===== src/hw/rtl/sfpp_pkg.sv =====
// shared types and constants for the sync framed packet parser
// no dependencies; compile first
`default_nettype none

package sfpp_pkg;

  // largest payload the parser will ever accept, whatever the limit register says
  localparam logic [10:0] MaxPayload = 11'd1024;

  // reset values of the configuration registers
  localparam logic [7:0]  SyncFirstRst    = 8'd181;
  localparam logic [7:0]  SyncSecondRst   = 8'd98;
  localparam logic [10:0] PayloadLimitRst = 11'd1024;

  // parser phase
  typedef enum logic [3:0] {
    PH_SYNC1   = 4'd0,
    PH_SYNC2   = 4'd1,
    PH_CLASS   = 4'd2,
    PH_ID      = 4'd3,
    PH_LEN1    = 4'd4,
    PH_LEN2    = 4'd5,
    PH_PAYLOAD = 4'd6,
    PH_CKA     = 4'd7,
    PH_CKB     = 4'd8
  } phase_e;

  // event code of a result word
  typedef enum logic [2:0] {
    EV_NONE     = 3'd0,
    EV_PAYLOAD  = 3'd1,
    EV_OK       = 3'd2,
    EV_SYNC     = 3'd3,
    EV_OVERFLOW = 3'd4,
    EV_CKFAIL   = 3'd5
  } event_e;

  // configuration register index (byte address / 4)
  typedef enum logic [1:0] {
    REG_SYNC_FIRST    = 2'd0,
    REG_SYNC_SECOND   = 2'd1,
    REG_PAYLOAD_LIMIT = 2'd2
  } reg_idx_e;

  // configuration seen by the parser
  typedef struct packed {
    logic [7:0]  sync_first;
    logic [7:0]  sync_second;
    logic [10:0] payload_limit;
  } cfg_t;

endpackage

`default_nettype wire


===== src/hw/rtl/sfpp_if.sv =====
// valid/ready channel interfaces for the parser: received bytes in, results out
// depends on sfpp_pkg
`default_nettype none

// received byte channel
interface sfpp_in_if;
  logic       valid;
  logic       ready;
  logic [7:0] rx_byte;

  modport source (output valid, output rx_byte, input ready);
  modport sink   (input valid, input rx_byte, output ready);
endinterface

// result channel
interface sfpp_out_if;
  logic        valid;
  logic        ready;
  logic [2:0]  event_res;
  logic [7:0]  frame_class;
  logic [7:0]  frame_id;
  logic [15:0] frame_length;
  logic [7:0]  payload_value;
  logic [9:0]  payload_offset;
  logic [31:0] good_frames;
  logic [31:0] sync_faults;
  logic [31:0] length_overflows;
  logic [31:0] checksum_failures;

  modport source (output valid, output event_res, output frame_class, output frame_id,
                  output frame_length, output payload_value, output payload_offset,
                  output good_frames, output sync_faults, output length_overflows,
                  output checksum_failures, input ready);
  modport sink   (input valid, input event_res, input frame_class, input frame_id,
                  input frame_length, input payload_value, input payload_offset,
                  input good_frames, input sync_faults, input length_overflows,
                  input checksum_failures, output ready);
endinterface

`default_nettype wire


===== src/hw/rtl/sfpp_cfg_regs.sv =====
// apb configuration registers of the parser: sync bytes and payload limit
// depends on sfpp_pkg
`default_nettype none

module sfpp_cfg_regs (
  input  wire logic          clk_i,
  input  wire logic          rst_ni,
  input  wire logic          psel,
  input  wire logic          penable,
  input  wire logic          pwrite,
  input  wire logic [3:0]    paddr,
  input  wire logic [31:0]   pwdata,
  output logic [31:0]        prdata,
  output logic               pready,
  output sfpp_pkg::cfg_t     cfg_o
);
  import sfpp_pkg::*;

  cfg_t     cfg_q, cfg_d;
  reg_idx_e idx;
  logic     wr_en;

  assign idx   = reg_idx_e'(paddr[3:2]);
  assign wr_en = psel & penable & pwrite;
  assign pready = 1'b1;

  // register write decode
  always_comb begin
    cfg_d = cfg_q;
    if (wr_en) begin
      unique case (idx)
        REG_SYNC_FIRST:    cfg_d.sync_first    = pwdata[7:0];
        REG_SYNC_SECOND:   cfg_d.sync_second   = pwdata[7:0];
        REG_PAYLOAD_LIMIT: cfg_d.payload_limit = pwdata[10:0];
        default: ;
      endcase
    end
  end

  always_ff @(posedge clk_i or negedge rst_ni) begin
    if (!rst_ni) begin
      cfg_q.sync_first    <= SyncFirstRst;
      cfg_q.sync_second   <= SyncSecondRst;
      cfg_q.payload_limit <= PayloadLimitRst;
    end else begin
      cfg_q <= cfg_d;
    end
  end

  // read back
  always_comb begin
    unique case (idx)
      REG_SYNC_FIRST:    prdata = {24'd0, cfg_q.sync_first};
      REG_SYNC_SECOND:   prdata = {24'd0, cfg_q.sync_second};
      REG_PAYLOAD_LIMIT: prdata = {21'd0, cfg_q.payload_limit};
      default:           prdata = 32'd0;
    endcase
  end

  assign cfg_o = cfg_q;

endmodule

`default_nettype wire


===== src/hw/rtl/sync_framed_packet_parser_fletcher8.sv =====
// top level of the sync framed packet parser with 8-bit fletcher checksum
// depends on sfpp_pkg, sfpp_if (sfpp_in_if, sfpp_out_if) and sfpp_cfg_regs
//
// usage: one received byte enters per word on in_i; every byte gives exactly one
// result word on out_o carrying an event code (none, payload byte, frame ok,
// sync error, length overflow, checksum fail), the current frame class, id and
// length, the payload byte with its offset, and four wrapping 32-bit counters.
// the byte is captured in an input register, then the parser phase and checksum
// update and the result register loads. throughput is one byte per cycle while
// out_o does not stall; when it stalls, the result holds and the parser state
// freezes; one more byte is taken into the input register, then in_i.ready
// drops until the result is taken. reset empties both registers, clears frame
// fields, sums and counters, sets the phase to hunting for the first sync byte
// and restores sync bytes 0xb5/0x62 and the payload limit 1024. the apb port
// (psel, penable, pwrite, paddr, pwdata, prdata, pready) holds the sync bytes
// at 0x0 and 0x4 and the payload limit at 0x8; write it only while the parser
// is idle.
`default_nettype none

module sync_framed_packet_parser_fletcher8 (
  input  wire logic        clk_i,
  input  wire logic        rst_ni,
  input  wire logic        psel,
  input  wire logic        penable,
  input  wire logic        pwrite,
  input  wire logic [3:0]  paddr,
  input  wire logic [31:0] pwdata,
  output logic [31:0]      prdata,
  output logic             pready,
  sfpp_in_if.sink          in_i,
  sfpp_out_if.source       out_o
);
  import sfpp_pkg::*;

  cfg_t cfg;

  sfpp_cfg_regs u_cfg_regs (
    .clk_i   (clk_i),
    .rst_ni  (rst_ni),
    .psel    (psel),
    .penable (penable),
    .pwrite  (pwrite),
    .paddr   (paddr),
    .pwdata  (pwdata),
    .prdata  (prdata),
    .pready  (pready),
    .cfg_o   (cfg)
  );

  // input register
  logic       in_vld_q;
  logic [7:0] byte_q;
  logic       advance;

  assign advance    = in_vld_q & (~out_o.valid | out_o.ready);
  assign in_i.ready = ~in_vld_q | advance;

  always_ff @(posedge clk_i or negedge rst_ni) begin
    if (!rst_ni) begin
      in_vld_q <= 1'b0;
    end else if (in_i.valid & in_i.ready) begin
      in_vld_q <= 1'b1;
    end else if (advance) begin
      in_vld_q <= 1'b0;
    end
  end

  always_ff @(posedge clk_i) begin
    if (in_i.valid & in_i.ready) begin
      byte_q <= in_i.rx_byte;
    end
  end

  // parser state
  phase_e      phase_q, phase_d;
  logic [7:0]  class_q, class_d;
  logic [7:0]  id_q, id_d;
  logic [15:0] len_q, len_d;
  logic [10:0] pos_q, pos_d;
  logic [7:0]  sum_a_q, sum_a_d;
  logic [7:0]  sum_b_q, sum_b_d;
  logic [7:0]  rx_a_q, rx_a_d;
  logic [31:0] good_q, good_d;
  logic [31:0] sync_q, sync_d;
  logic [31:0] ovf_q, ovf_d;
  logic [31:0] ckf_q, ckf_d;

  // result register
  logic        out_vld_q;
  event_e      ev_q, ev_d;
  logic [7:0]  pval_q, pval_d;
  logic [9:0]  poff_q, poff_d;

  logic [7:0]  add_a, add_b;
  logic [10:0] limit;
  logic [15:0] len_full;
  logic [10:0] pos_inc;

  // running fletcher sums with the current byte, effective length limit
  assign add_a    = sum_a_q + byte_q;
  assign add_b    = sum_b_q + add_a;
  assign limit    = (cfg.payload_limit > MaxPayload) ? MaxPayload : cfg.payload_limit;
  assign len_full = {byte_q, len_q[7:0]};
  assign pos_inc  = pos_q + 11'd1;

  // next phase
  always_comb begin
    phase_d = phase_q;
    unique case (phase_q)
      PH_SYNC1:   if (byte_q == cfg.sync_first) phase_d = PH_SYNC2;
      PH_SYNC2:   phase_d = (byte_q == cfg.sync_second) ? PH_CLASS : PH_SYNC1;
      PH_CLASS:   phase_d = PH_ID;
      PH_ID:      phase_d = PH_LEN1;
      PH_LEN1:    phase_d = PH_LEN2;
      PH_LEN2: begin
        if (len_full > {5'd0, limit})  phase_d = PH_SYNC1;
        else if (len_full == 16'd0)    phase_d = PH_CKA;
        else                           phase_d = PH_PAYLOAD;
      end
      PH_PAYLOAD: if ({5'd0, pos_inc} >= len_q) phase_d = PH_CKA;
      PH_CKA:     phase_d = PH_CKB;
      PH_CKB:     phase_d = PH_SYNC1;
      default:    phase_d = PH_SYNC1;
    endcase
  end

  // datapath and result for the byte in the input register
  always_comb begin
    class_d = class_q;
    id_d    = id_q;
    len_d   = len_q;
    pos_d   = pos_q;
    sum_a_d = sum_a_q;
    sum_b_d = sum_b_q;
    rx_a_d  = rx_a_q;
    good_d  = good_q;
    sync_d  = sync_q;
    ovf_d   = ovf_q;
    ckf_d   = ckf_q;
    ev_d    = EV_NONE;
    pval_d  = 8'd0;
    poff_d  = 10'd0;
    unique case (phase_q)
      PH_SYNC1: ;
      PH_SYNC2: begin
        if (byte_q != cfg.sync_second) begin
          sync_d = sync_q + 32'd1;
          ev_d   = EV_SYNC;
        end
      end
      PH_CLASS: begin
        class_d = byte_q;
        sum_a_d = byte_q;
        sum_b_d = byte_q;
      end
      PH_ID: begin
        id_d    = byte_q;
        sum_a_d = add_a;
        sum_b_d = add_b;
      end
      PH_LEN1: begin
        len_d   = {8'd0, byte_q};
        sum_a_d = add_a;
        sum_b_d = add_b;
      end
      PH_LEN2: begin
        len_d   = len_full;
        sum_a_d = add_a;
        sum_b_d = add_b;
        pos_d   = 11'd0;
        if (len_full > {5'd0, limit}) begin
          ovf_d = ovf_q + 32'd1;
          ev_d  = EV_OVERFLOW;
        end
      end
      PH_PAYLOAD: begin
        ev_d    = EV_PAYLOAD;
        pval_d  = byte_q;
        poff_d  = pos_q[9:0];
        sum_a_d = add_a;
        sum_b_d = add_b;
        pos_d   = pos_inc;
      end
      PH_CKA: rx_a_d = byte_q;
      PH_CKB: begin
        if ((rx_a_q == sum_a_q) && (byte_q == sum_b_q)) begin
          good_d = good_q + 32'd1;
          ev_d   = EV_OK;
        end else begin
          ckf_d = ckf_q + 32'd1;
          ev_d  = EV_CKFAIL;
        end
      end
      default: ;
    endcase
  end

  // state update, only when a byte moves into the result register
  always_ff @(posedge clk_i or negedge rst_ni) begin
    if (!rst_ni) begin
      phase_q <= PH_SYNC1;
      class_q <= 8'd0;
      id_q    <= 8'd0;
      len_q   <= 16'd0;
      pos_q   <= 11'd0;
      sum_a_q <= 8'd0;
      sum_b_q <= 8'd0;
      rx_a_q  <= 8'd0;
      good_q  <= 32'd0;
      sync_q  <= 32'd0;
      ovf_q   <= 32'd0;
      ckf_q   <= 32'd0;
    end else if (advance) begin
      phase_q <= phase_d;
      class_q <= class_d;
      id_q    <= id_d;
      len_q   <= len_d;
      pos_q   <= pos_d;
      sum_a_q <= sum_a_d;
      sum_b_q <= sum_b_d;
      rx_a_q  <= rx_a_d;
      good_q  <= good_d;
      sync_q  <= sync_d;
      ovf_q   <= ovf_d;
      ckf_q   <= ckf_d;
    end
  end

  // result valid
  always_ff @(posedge clk_i or negedge rst_ni) begin
    if (!rst_ni) begin
      out_vld_q <= 1'b0;
    end else if (advance) begin
      out_vld_q <= 1'b1;
    end else if (out_o.ready) begin
      out_vld_q <= 1'b0;
    end
  end

  always_ff @(posedge clk_i) begin
    if (advance) begin
      ev_q   <= ev_d;
      pval_q <= pval_d;
      poff_q <= poff_d;
    end
  end

  // frame fields and counters are parser state, frozen while the result waits
  assign out_o.valid             = out_vld_q;
  assign out_o.event_res         = ev_q;
  assign out_o.frame_class       = class_q;
  assign out_o.frame_id          = id_q;
  assign out_o.frame_length      = len_q;
  assign out_o.payload_value     = pval_q;
  assign out_o.payload_offset    = poff_q;
  assign out_o.good_frames       = good_q;
  assign out_o.sync_faults       = sync_q;
  assign out_o.length_overflows  = ovf_q;
  assign out_o.checksum_failures = ckf_q;

endmodule

`default_nettype wire


===== src/flat_wrapper.sv =====
// flat-port wrapper written by rule: the top's interface ports become plain ports
module sync_framed_packet_parser_fletcher8_flat import sfpp_pkg::*;
  (clk_i, rst_ni, psel, penable, pwrite, paddr, pwdata, prdata, pready, in_i_valid, in_i_rx_byte, in_i_ready, out_o_valid, out_o_event_res, out_o_frame_class, out_o_frame_id, out_o_frame_length, out_o_payload_value, out_o_payload_offset, out_o_good_frames, out_o_sync_faults, out_o_length_overflows, out_o_checksum_failures, out_o_ready);
  sfpp_in_if in_i_i ();
  sfpp_out_if out_o_i ();
  input  wire logic clk_i;
  input  wire logic rst_ni;
  input  wire logic psel;
  input  wire logic penable;
  input  wire logic pwrite;
  input  wire logic [3:0] paddr;
  input  wire logic [31:0] pwdata;
  output logic [31:0] prdata;
  output logic pready;
  input wire logic [$bits(in_i_i.valid)-1:0] in_i_valid;
  input wire logic [$bits(in_i_i.rx_byte)-1:0] in_i_rx_byte;
  output wire logic [$bits(in_i_i.ready)-1:0] in_i_ready;
  output wire logic [$bits(out_o_i.valid)-1:0] out_o_valid;
  output wire logic [$bits(out_o_i.event_res)-1:0] out_o_event_res;
  output wire logic [$bits(out_o_i.frame_class)-1:0] out_o_frame_class;
  output wire logic [$bits(out_o_i.frame_id)-1:0] out_o_frame_id;
  output wire logic [$bits(out_o_i.frame_length)-1:0] out_o_frame_length;
  output wire logic [$bits(out_o_i.payload_value)-1:0] out_o_payload_value;
  output wire logic [$bits(out_o_i.payload_offset)-1:0] out_o_payload_offset;
  output wire logic [$bits(out_o_i.good_frames)-1:0] out_o_good_frames;
  output wire logic [$bits(out_o_i.sync_faults)-1:0] out_o_sync_faults;
  output wire logic [$bits(out_o_i.length_overflows)-1:0] out_o_length_overflows;
  output wire logic [$bits(out_o_i.checksum_failures)-1:0] out_o_checksum_failures;
  input wire logic [$bits(out_o_i.ready)-1:0] out_o_ready;
  assign in_i_i.valid = in_i_valid;
  assign in_i_i.rx_byte = in_i_rx_byte;
  assign in_i_ready = in_i_i.ready;
  assign out_o_valid = out_o_i.valid;
  assign out_o_event_res = out_o_i.event_res;
  assign out_o_frame_class = out_o_i.frame_class;
  assign out_o_frame_id = out_o_i.frame_id;
  assign out_o_frame_length = out_o_i.frame_length;
  assign out_o_payload_value = out_o_i.payload_value;
  assign out_o_payload_offset = out_o_i.payload_offset;
  assign out_o_good_frames = out_o_i.good_frames;
  assign out_o_sync_faults = out_o_i.sync_faults;
  assign out_o_length_overflows = out_o_i.length_overflows;
  assign out_o_checksum_failures = out_o_i.checksum_failures;
  assign out_o_i.ready = out_o_ready;
  sync_framed_packet_parser_fletcher8 u_core (.clk_i(clk_i), .rst_ni(rst_ni), .psel(psel), .penable(penable), .pwrite(pwrite), .paddr(paddr), .pwdata(pwdata), .prdata(prdata), .pready(pready), .in_i(in_i_i), .out_o(out_o_i));
endmodule

===== config.mk =====
export PLATFORM = sky130hd
export DESIGN_NAME = sync_framed_packet_parser_fletcher8_flat
export DESIGN_NICKNAME = d
export VERILOG_FILES = /design/src/hw/rtl/sfpp_pkg.sv /design/src/hw/rtl/sfpp_if.sv /design/src/hw/rtl/sfpp_cfg_regs.sv /design/src/hw/rtl/sync_framed_packet_parser_fletcher8.sv /design/src/flat_wrapper.sv
export SDC_FILE = /design/constraint.sdc
export NUM_CORES = 1
export LEC_CHECK = 0
export ABC_AREA = 1
export BUFFER_PORTS_ARGS = -buffer_cell sky130_fd_sc_hd__buf_4
export CORE_MARGIN = 4
export CORE_UTILIZATION = 61
export CTS_CLUSTER_DIAMETER = 120
export DETAILED_ROUTE_END_ITERATION = 8
export PLACE_DENSITY = 0.86
export SYNTH_ARGS = -nofsm -noshare
export SYNTH_HDL_FRONTEND = slang
export SYNTH_SLANG_ARGS = --single-unit

===== constraint.sdc =====
create_clock -name clk_i -period 5.3 [get_ports clk_i]
set_clock_uncertainty 0.2 [all_clocks]
set_input_delay 0.53 -clock clk_i [delete_from_list [all_inputs] [get_ports clk_i]]
set_output_delay 0.53 -clock clk_i [all_outputs]
set_load 0.02 [all_outputs]

==> results of run 1 <==
==> critical path, delay by kind of cell, from the launching register on <==
family | cells | cell delay [ps]
buffers and inverters | 5 | 1070
AND/OR/NAND/NOR | 11 | 1010
flip-flops | 1 | 430
adder cells (fa/ha/maj) | 1 | 300
AO/OA/AOI/OAI | 2 | 280
==> per-layer routing <==
metal,up-vias,GRT usage [%]
met3,125,4.368
met1,6584,41.46
met5,-,0
met2,621,50.37
met4,0,10.80
li1,6701,-
==> sequential cells by signal, indices dropped and copies added, names as in the netlist <==
| name | flops |
|---|---|
| u_core.out_o.frame_length | 16 |
| u_core.out_o.length_overflows | 32 |
| u_core.sum_b_q | 8 |
| u_core.sum_a_q | 8 |
| u_core.in_vld_q | 1 |
| u_core.rx_a_q | 8 |
| u_core.out_o.good_frames | 32 |
| u_core.phase_q | 4 |
| u_core.out_o.frame_class | 8 |
| u_core.out_o.sync_faults | 32 |
| u_core.out_o.valid | 1 |
| u_core.out_o.checksum_failures | 32 |
| u_core.out_o.event_res | 3 |
| u_core.out_o.frame_id | 8 |
| u_core.byte_q | 8 |
| u_core.out_o.payload_offset | 10 |
| u_core.pos_q | 11 |
| u_core.out_o.payload_value | 8 |
| u_core.u_cfg_regs.cfg_o | 27 |
==> repair_timing <==
| action | CTS | global route |
|---|---|---|
| hold buffers | 9 | 0 |
| endpoints found under the hold margin | 115 | 0 |
| gates resized for setup | 0 | 0 |
==> layout by cell type, fill, tap and decap left out, drive strengths merged, types with 2 or more instances in the layout <==
cell type,count
nand2,627
buf,225
inv,221
dfrtp,219
nor2,163
o21ai,120
xor2,98
nand3,88
nor3,76
xnor2,45
a21oi,42
nand4,41
ha,41
clkbuf,39
edfxtp,29
conb,22
nor4,17
o22ai,16
dlygate4sd3,9
dfstp,9
clkinv,9
or2,7
a31oi,7
o221ai,6
nor3b,6
o211ai,3
bufinv,3
a21o,2
a22oi,2
fa,2
==> cell usage after synthesis (7+ instances only) <==
| cell | number |
|---|---|
| nand2_1 | 624 |
| dfrtp_1 | 219 |
| inv_1 | 212 |
| nor2_1 | 159 |
| xor2_1 | 98 |
| o21ai_0 | 92 |
| nand3_1 | 85 |
| nor3_1 | 73 |
| xnor2_1 | 45 |
| a21oi_1 | 42 |
| ha_1 | 41 |
| nand4_1 | 41 |
| buf_4 | 30 |
| edfxtp_1 | 29 |
| o21ai_1 | 21 |
| clkbuf_1 | 20 |
| nor4_1 | 17 |
| o22ai_1 | 16 |
| buf_2 | 14 |
| dfstp_2 | 9 |
| buf_6 | 8 |
| a31oi_1 | 7 |
| inv_2 | 7 |
| or2_2 | 7 |
==> layout make-up <==
class / count / area [um^2]
Clock inverter: 13 / 140.1
Multi-Input combinational cell: 1436 / 7335
Tap cell: 324 / 405.4
Sequential cell: 257 / 6588
Timing Repair Buffer: 234 / 1799
Inverter: 220 / 828.3
Fill cell: 1921 / 6502
Clock buffer: 39 / 793.3
==> power by group <==
part / internal [mW] / switching (mW)
registers: 2.46 / 0.497
logic: 1.20 / 2.06
clock network: 1.19 / 0.801
total: 4.85 / 3.36
==> worst max-delay path by stage <==
stage / startpoint / to / slack (ps)
3_5_place_dp: out_o_ready / u_core.out_o.checksum_failures[31]$_DFFE_PN0P_ / 1970
4_1_cts: u_core.u_cfg_regs.cfg_o[3]$_DFFE_PN0P_ / u_core.out_o.length_overflows[1]$_DFFE_PN0P_ / 1940
3_3_place_gp: u_core.u_cfg_regs.cfg_o[3]$_DFFE_PN0P_ / u_core.out_o.length_overflows[22]$_DFFE_PN0P_ / 2000
6_report: u_core.u_cfg_regs.cfg_o[3]$_DFFE_PN0P_ / u_core.out_o.length_overflows[1]$_DFFE_PN0P_ / 1910
2_1_floorplan: u_core.sum_a_q[0]$_DFFE_PN0P_ / u_core.sum_b_q[7]$_DFFE_PN0P_ / 2610
5_1_grt: u_core.u_cfg_regs.cfg_o[5]$_DFFE_PN0P_ / u_core.out_o.length_overflows[27]$_DFFE_PN0P_ / 1570
==> cells by family after synthesis <==
family / count (synthesis) / share of synthesized area [%]
AO/OA/AOI/OAI: 201 / 7.374
XOR/XNOR: 143 / 8.275
adder cells (fa/ha/maj): 43 / 3.654
buffers and inverters: 292 / 8.515
flip-flops: 257 / 43.52
other: 2 / 0.04962
AND/OR/NAND/NOR: 1027 / 28.61
==> reports/results.ini, run 1 <==
[clock_tree]
clock_path_buffers = 3
clkSlewWorstSetupHoldPaths_ps = 60
post-cts-setup-buffers = 0
clock_sinks = 257
insertion_delay_ps = 540
numCtsBuffers = 28
cts_tree = yes
clockRootBuffer = clkbuf_16
cts_max_level = 1

[outcome]
status = completed

[placed_design]
port-buffer-count = 221
place.gp.congestion = 0.9491
dp_cells = 2462
dpl_cell_area_um2 = 16860
place_ws_ps = 1974
dpl.hpwl_um = 31100

[yosys]
synth_top_area_share_pct = 36.21
yosysSeqAreaShare_pct = 43.52
ys.flop_type = dfrtp_1
synth_top_cell_by_area = dfrtp_1
yosysWarnings = 0
ys_ff_latch = 257
postSynthAreaPerCell_um2 = 7.703
ys_types = 47
synthCells = 1965
synthArstFlopShare_pct = 88.72
syn-cell-area_um2 = 15140
synth.area.top_cells = dfrtp_1, nand2_1, edfxtp_1
synth_edf_count = 29

[critical_path]
required_ps = 5520
regToRegSetupSlack_ps = 1910
rr_worst_depth = 19
slowest_delay_ps = 430
path_class = reg -> reg
worstReg2RegStart = u_core.u_cfg_regs.cfg_o[3]$_DFFE_PN0P_
worstReg2RegEnd = u_core.out_o.length_overflows[1]$_DFFE_PN0P_
crit_top_cell = nand2_1
start_kind = flip-flop
cp_data_arrival_time_ps = 3610
cp_slowest_cell = dfrtp_1
crit_path_cell_trace = inv_1 > nand4_1 > nor2_1 > a21oi_1 > inv_1 > nand2_1 > ha_1 > a21o_1 > nor2_1 > nand2_1 > nand2_1 > nand2_1 > nand2_1 > inv_1 > nand3_2 > buf_4 > inv_2 > nand2_1 > nand2_1
critPathCaptureType = flip-flop
cp_max_fo = 38

[floorplan]
die_w_um = 165.5
die-area_um2 = 27400
die_y_um = 165.5
io_pins = 267
row_count = 57
start_util_pct = 62.05
core_um2 = 24390

[sta]
worstMarginPinSlew_ps = 877.8
fin_crit_ps = 3390
hold_viol = 0
fin_tns_setup_ps = 0
final-setup-viol-count = 0
clock.fmax_mhz = 295.0
hold_slack_ps = 39.18
rsz0062_at_grt = no
setup_slack_ps = 1910
slew_headroom_pct = 41.48
drv_slew = 0
min_period_over_period_pct = 63.97

[min_path]
hold_end = u_core.in_vld_q$_DFFE_PN0P_
hold_class = in -> reg
worstHoldStart = in_i_valid
min_path_cells = 3

[global_routing]
antenna_found_initial = 0
grt_use_total_pct = 30.53
grt_pass1_vias = 13520
grt_max_degree = 122
gr-total-overflow = 0
grt_pass1_wl_um = 67930

[routing]
wl_um = 42480
via_per_inst = 5.561
top_layer = met4
num_vias = 14030
wl_met2_um = 19990
drtAntennaViolNets = 0
drc = 0
first_pass_iters = 5
routed-wl-met3_um = 3176
wl_met1_um = 17770
drtIter0Drc = 1277
wl_per_cell_um = 16.84

[flow_run]
cap_violations = 0

[pwr]
vdd_drop_max_uv = 307.1
leakagePower_nw = 8.809
total_power_mw = 8.207
power_density_nw_per_um2 = 458.8

[layout]
final_area_um2 = 17890
area.growth.synth_to_final_pct = 18.19
fin_cells = 2523
nets = 2271
drive_above_1_share_pct = 14.14
final_util_pct = 73.34
antennaDiodeCount = 0

No activity file was read; power rests on OpenSTA's default activity.
==> inputs of run 2 (changes only) <==
Settings changed: CORE_UTILIZATION 61 to 52, PLACE_DENSITY 0.86 to 0.78.
Clock period 5.3 ns to 3 ns, I/O delays scaled along.
==> reports/results.ini, run 2 (same netlist as run 1, synthesis figures left out) <==
[layout]
nets = 2320  ; +2.2%
final_common_cell = nand2_1
mostFrequentLayoutCells = nand2_1, buf_4, dfrtp_1
area.growth.synth_to_final_pct = 22.21
antennaDiodeCount = 0  ; unchanged
final_util_pct = 64.45  ; -8.9 points
drive_above_1_share_pct = 16.67  ; +2.5 points
fin_cells = 2633  ; +4.4%

[sta]
slew_headroom_pct = 37.15  ; -4.3 points
drv_slew = 0  ; unchanged
clock.fmax_mhz = 342.9  ; +16%
worstMarginPinSlew_ps = 942.7  ; +64.95 ps
final-setup-viol-count = 0  ; unchanged
rsz0062_at_grt = yes
hold_slack_ps = 133.5  ; +94.29 ps
hold_viol = 0  ; unchanged
fin_crit_ps = 2917  ; -473.6 ps
setup_slack_ps = 83.37  ; -1826 ps
min_period_over_period_pct = 97.22  ; +33 points

[routing]
drtAntennaViolNets = 0  ; unchanged
num_vias = 14060  ; +0.21%
drc = 0  ; unchanged
wl_per_cell_um = 16.60  ; -1.4%
via_per_inst = 5.340  ; -4.0%
drtIter0Drc = 1214  ; -4.9%
first_pass_iters = 6  ; +1
wl_um = 43710  ; +2.9%

[clock_tree]
clock_path_buffers = 3  ; unchanged
clock_sinks = 257  ; unchanged
cts_tree = yes
insertion_delay_ps = 560  ; +20 ps
cts_max_level = 1  ; unchanged
clkSlewWorstSetupHoldPaths_ps = 60  ; about the same
numCtsBuffers = 29  ; +3.6%
clockRootBuffer = clkbuf_16

[critical_path]
start_kind = flip-flop
cp_slowest_cell = edfxtp_1
cp_data_arrival_time_ps = 3180  ; -430 ps
cp_max_fo = 3  ; -92%
path_delay_family = compound AO/OA/AOI/OAI gates
critPathCaptureType = flip-flop
worstReg2RegStart = u_core.byte_q[0]$_DFFE_PP_
required_ps = 3270  ; -2250 ps
path_buf_inv = 2  ; -3
slowest_delay_ps = 430  ; about the same
worstReg2RegEnd = u_core.sum_b_q[7]$_DFFE_PN0P_
crit_path_cell_trace = ha_4 > fa_2 > a31oi_1 > xor2_1 > inv_1 > ha_4 > a21oi_2 > o21ai_0 > a31oi_1 > inv_1 > nand3_1 > nand3_1 > a21oi_1
rr_worst_depth = 13  ; -6
crit_cells = 13  ; -6
path_class = reg -> reg
regToRegSetupSlack_ps = 80  ; -1830 ps

[outcome]
status = completed

[placed_design]
dpl.hpwl_um = 32410  ; +4.2%
place_ws_ps = 5.258  ; -1969 ps
place.gp.congestion = 0.9553  ; +0.65%
port-buffer-count = 221  ; unchanged
dp_cells = 2550  ; +3.6%

[floorplan]
start_util_pct = 52.73  ; -9.3 points
die-area_um2 = 31900  ; +16%
io_pins = 267  ; unchanged
row_count = 62  ; +8.8%
die_y_um = 178.6  ; +7.9%
die_w_um = 178.6  ; +7.9%
core_um2 = 28700  ; +18%

[pwr]
power_density_nw_per_um2 = 803.2  ; +75%
total_power_mw = 14.86  ; +81%
vdd_drop_max_uv = 435.5  ; +42%
leakagePower_nw = 9.041  ; +2.6%

[flow_run]
cap_violations = 0  ; unchanged

[global_routing]
grt_pass1_wl_um = 69290  ; +2.0%
gr-total-overflow = 0  ; unchanged
antenna_found_initial = 0  ; unchanged
grt_max_degree = 83  ; -32%
grt_pass1_vias = 13460  ; -0.41%
grt_use_total_pct = 26.80  ; -3.7 points

[min_path]
hold_class = in -> async

-- run 2: changes by cell type in the layout (fill, tap and decap cells not counted), moves of 4 or more --
cell and change:
dlygate4sd3_1 +13, buf_4 +31, clkbuf_8 +5, ha_1 -5, inv_1 -4, inv_2 +4
-- run 2: routing by layer --
layer | up-vias | track usage (%) | share of wire (%)
li1 | 6787 | - | -
met2 | 536 | 43.63 | 47
met3 | 71 | 3.328 | 6.8
met1 | 6666 | 38.12 | 44
met4 | 0 | 7.067 | 2.5
met5 | - | 0 | 0
-- run 2: worst max path at each step --
stage | from | endpoint | slack (ps)
after floorplan | u_core.sum_a_q[0]$_DFFE_PN0P_ | u_core.sum_b_q[7]$_DFFE_PN0P_ | 310
after global placement | u_core.byte_q[0]$_DFFE_PP_ | u_core.sum_b_q[7]$_DFFE_PN0P_ | 130
after detailed placement | u_core.byte_q[0]$_DFFE_PP_ | u_core.sum_b_q[7]$_DFFE_PN0P_ | 5
after CTS | u_core.pos_q[3]$_DFFE_PN0P_ | u_core.phase_q[3]$_DFFE_PN0P_ | 5
after global routing | u_core.pos_q[1]$_DFFE_PN0P_ | u_core.phase_q[3]$_DFFE_PN0P_ | -100
final | u_core.byte_q[0]$_DFFE_PP_ | u_core.sum_b_q[7]$_DFFE_PN0P_ | 80
-- run 2: metrics by stage --
step / setup TNS (ps) / instance area, um^2
CTS: 0 / 18320
finish: 0 / 18500
global route: -222.4 / 18500
floorplan: 0 / 15210
detailed placement: 0 / 17180
global placement: 0 / 17180
-- run 2: what timing repair did --
item	in CTS	in global routing
resized for setup	1	31
buffers inserted	0	7
setup endpoints to repair	1	39
hold buffers	22	0
pin swaps	0	7
endpoints found under the hold margin	113	0
gates cloned	0	0
-- run 2: report_power, final --
part / internal, mW / switching [mW]
Sequential: 4.34 / 0.874
Clock: 1.97 / 1.46
Combinational: 2.42 / 3.79
-- run 2: final cells by class --
cell class                 count  area (um^2)
fill                        2510        10200
multi-input combinational   1436         7455
clock buffer                  43        858.3
sequential                   257         6588
timing repair buffer         282         2225
inverter                     220        828.3
tap                          384        480.5
clock inverter                11        63.81
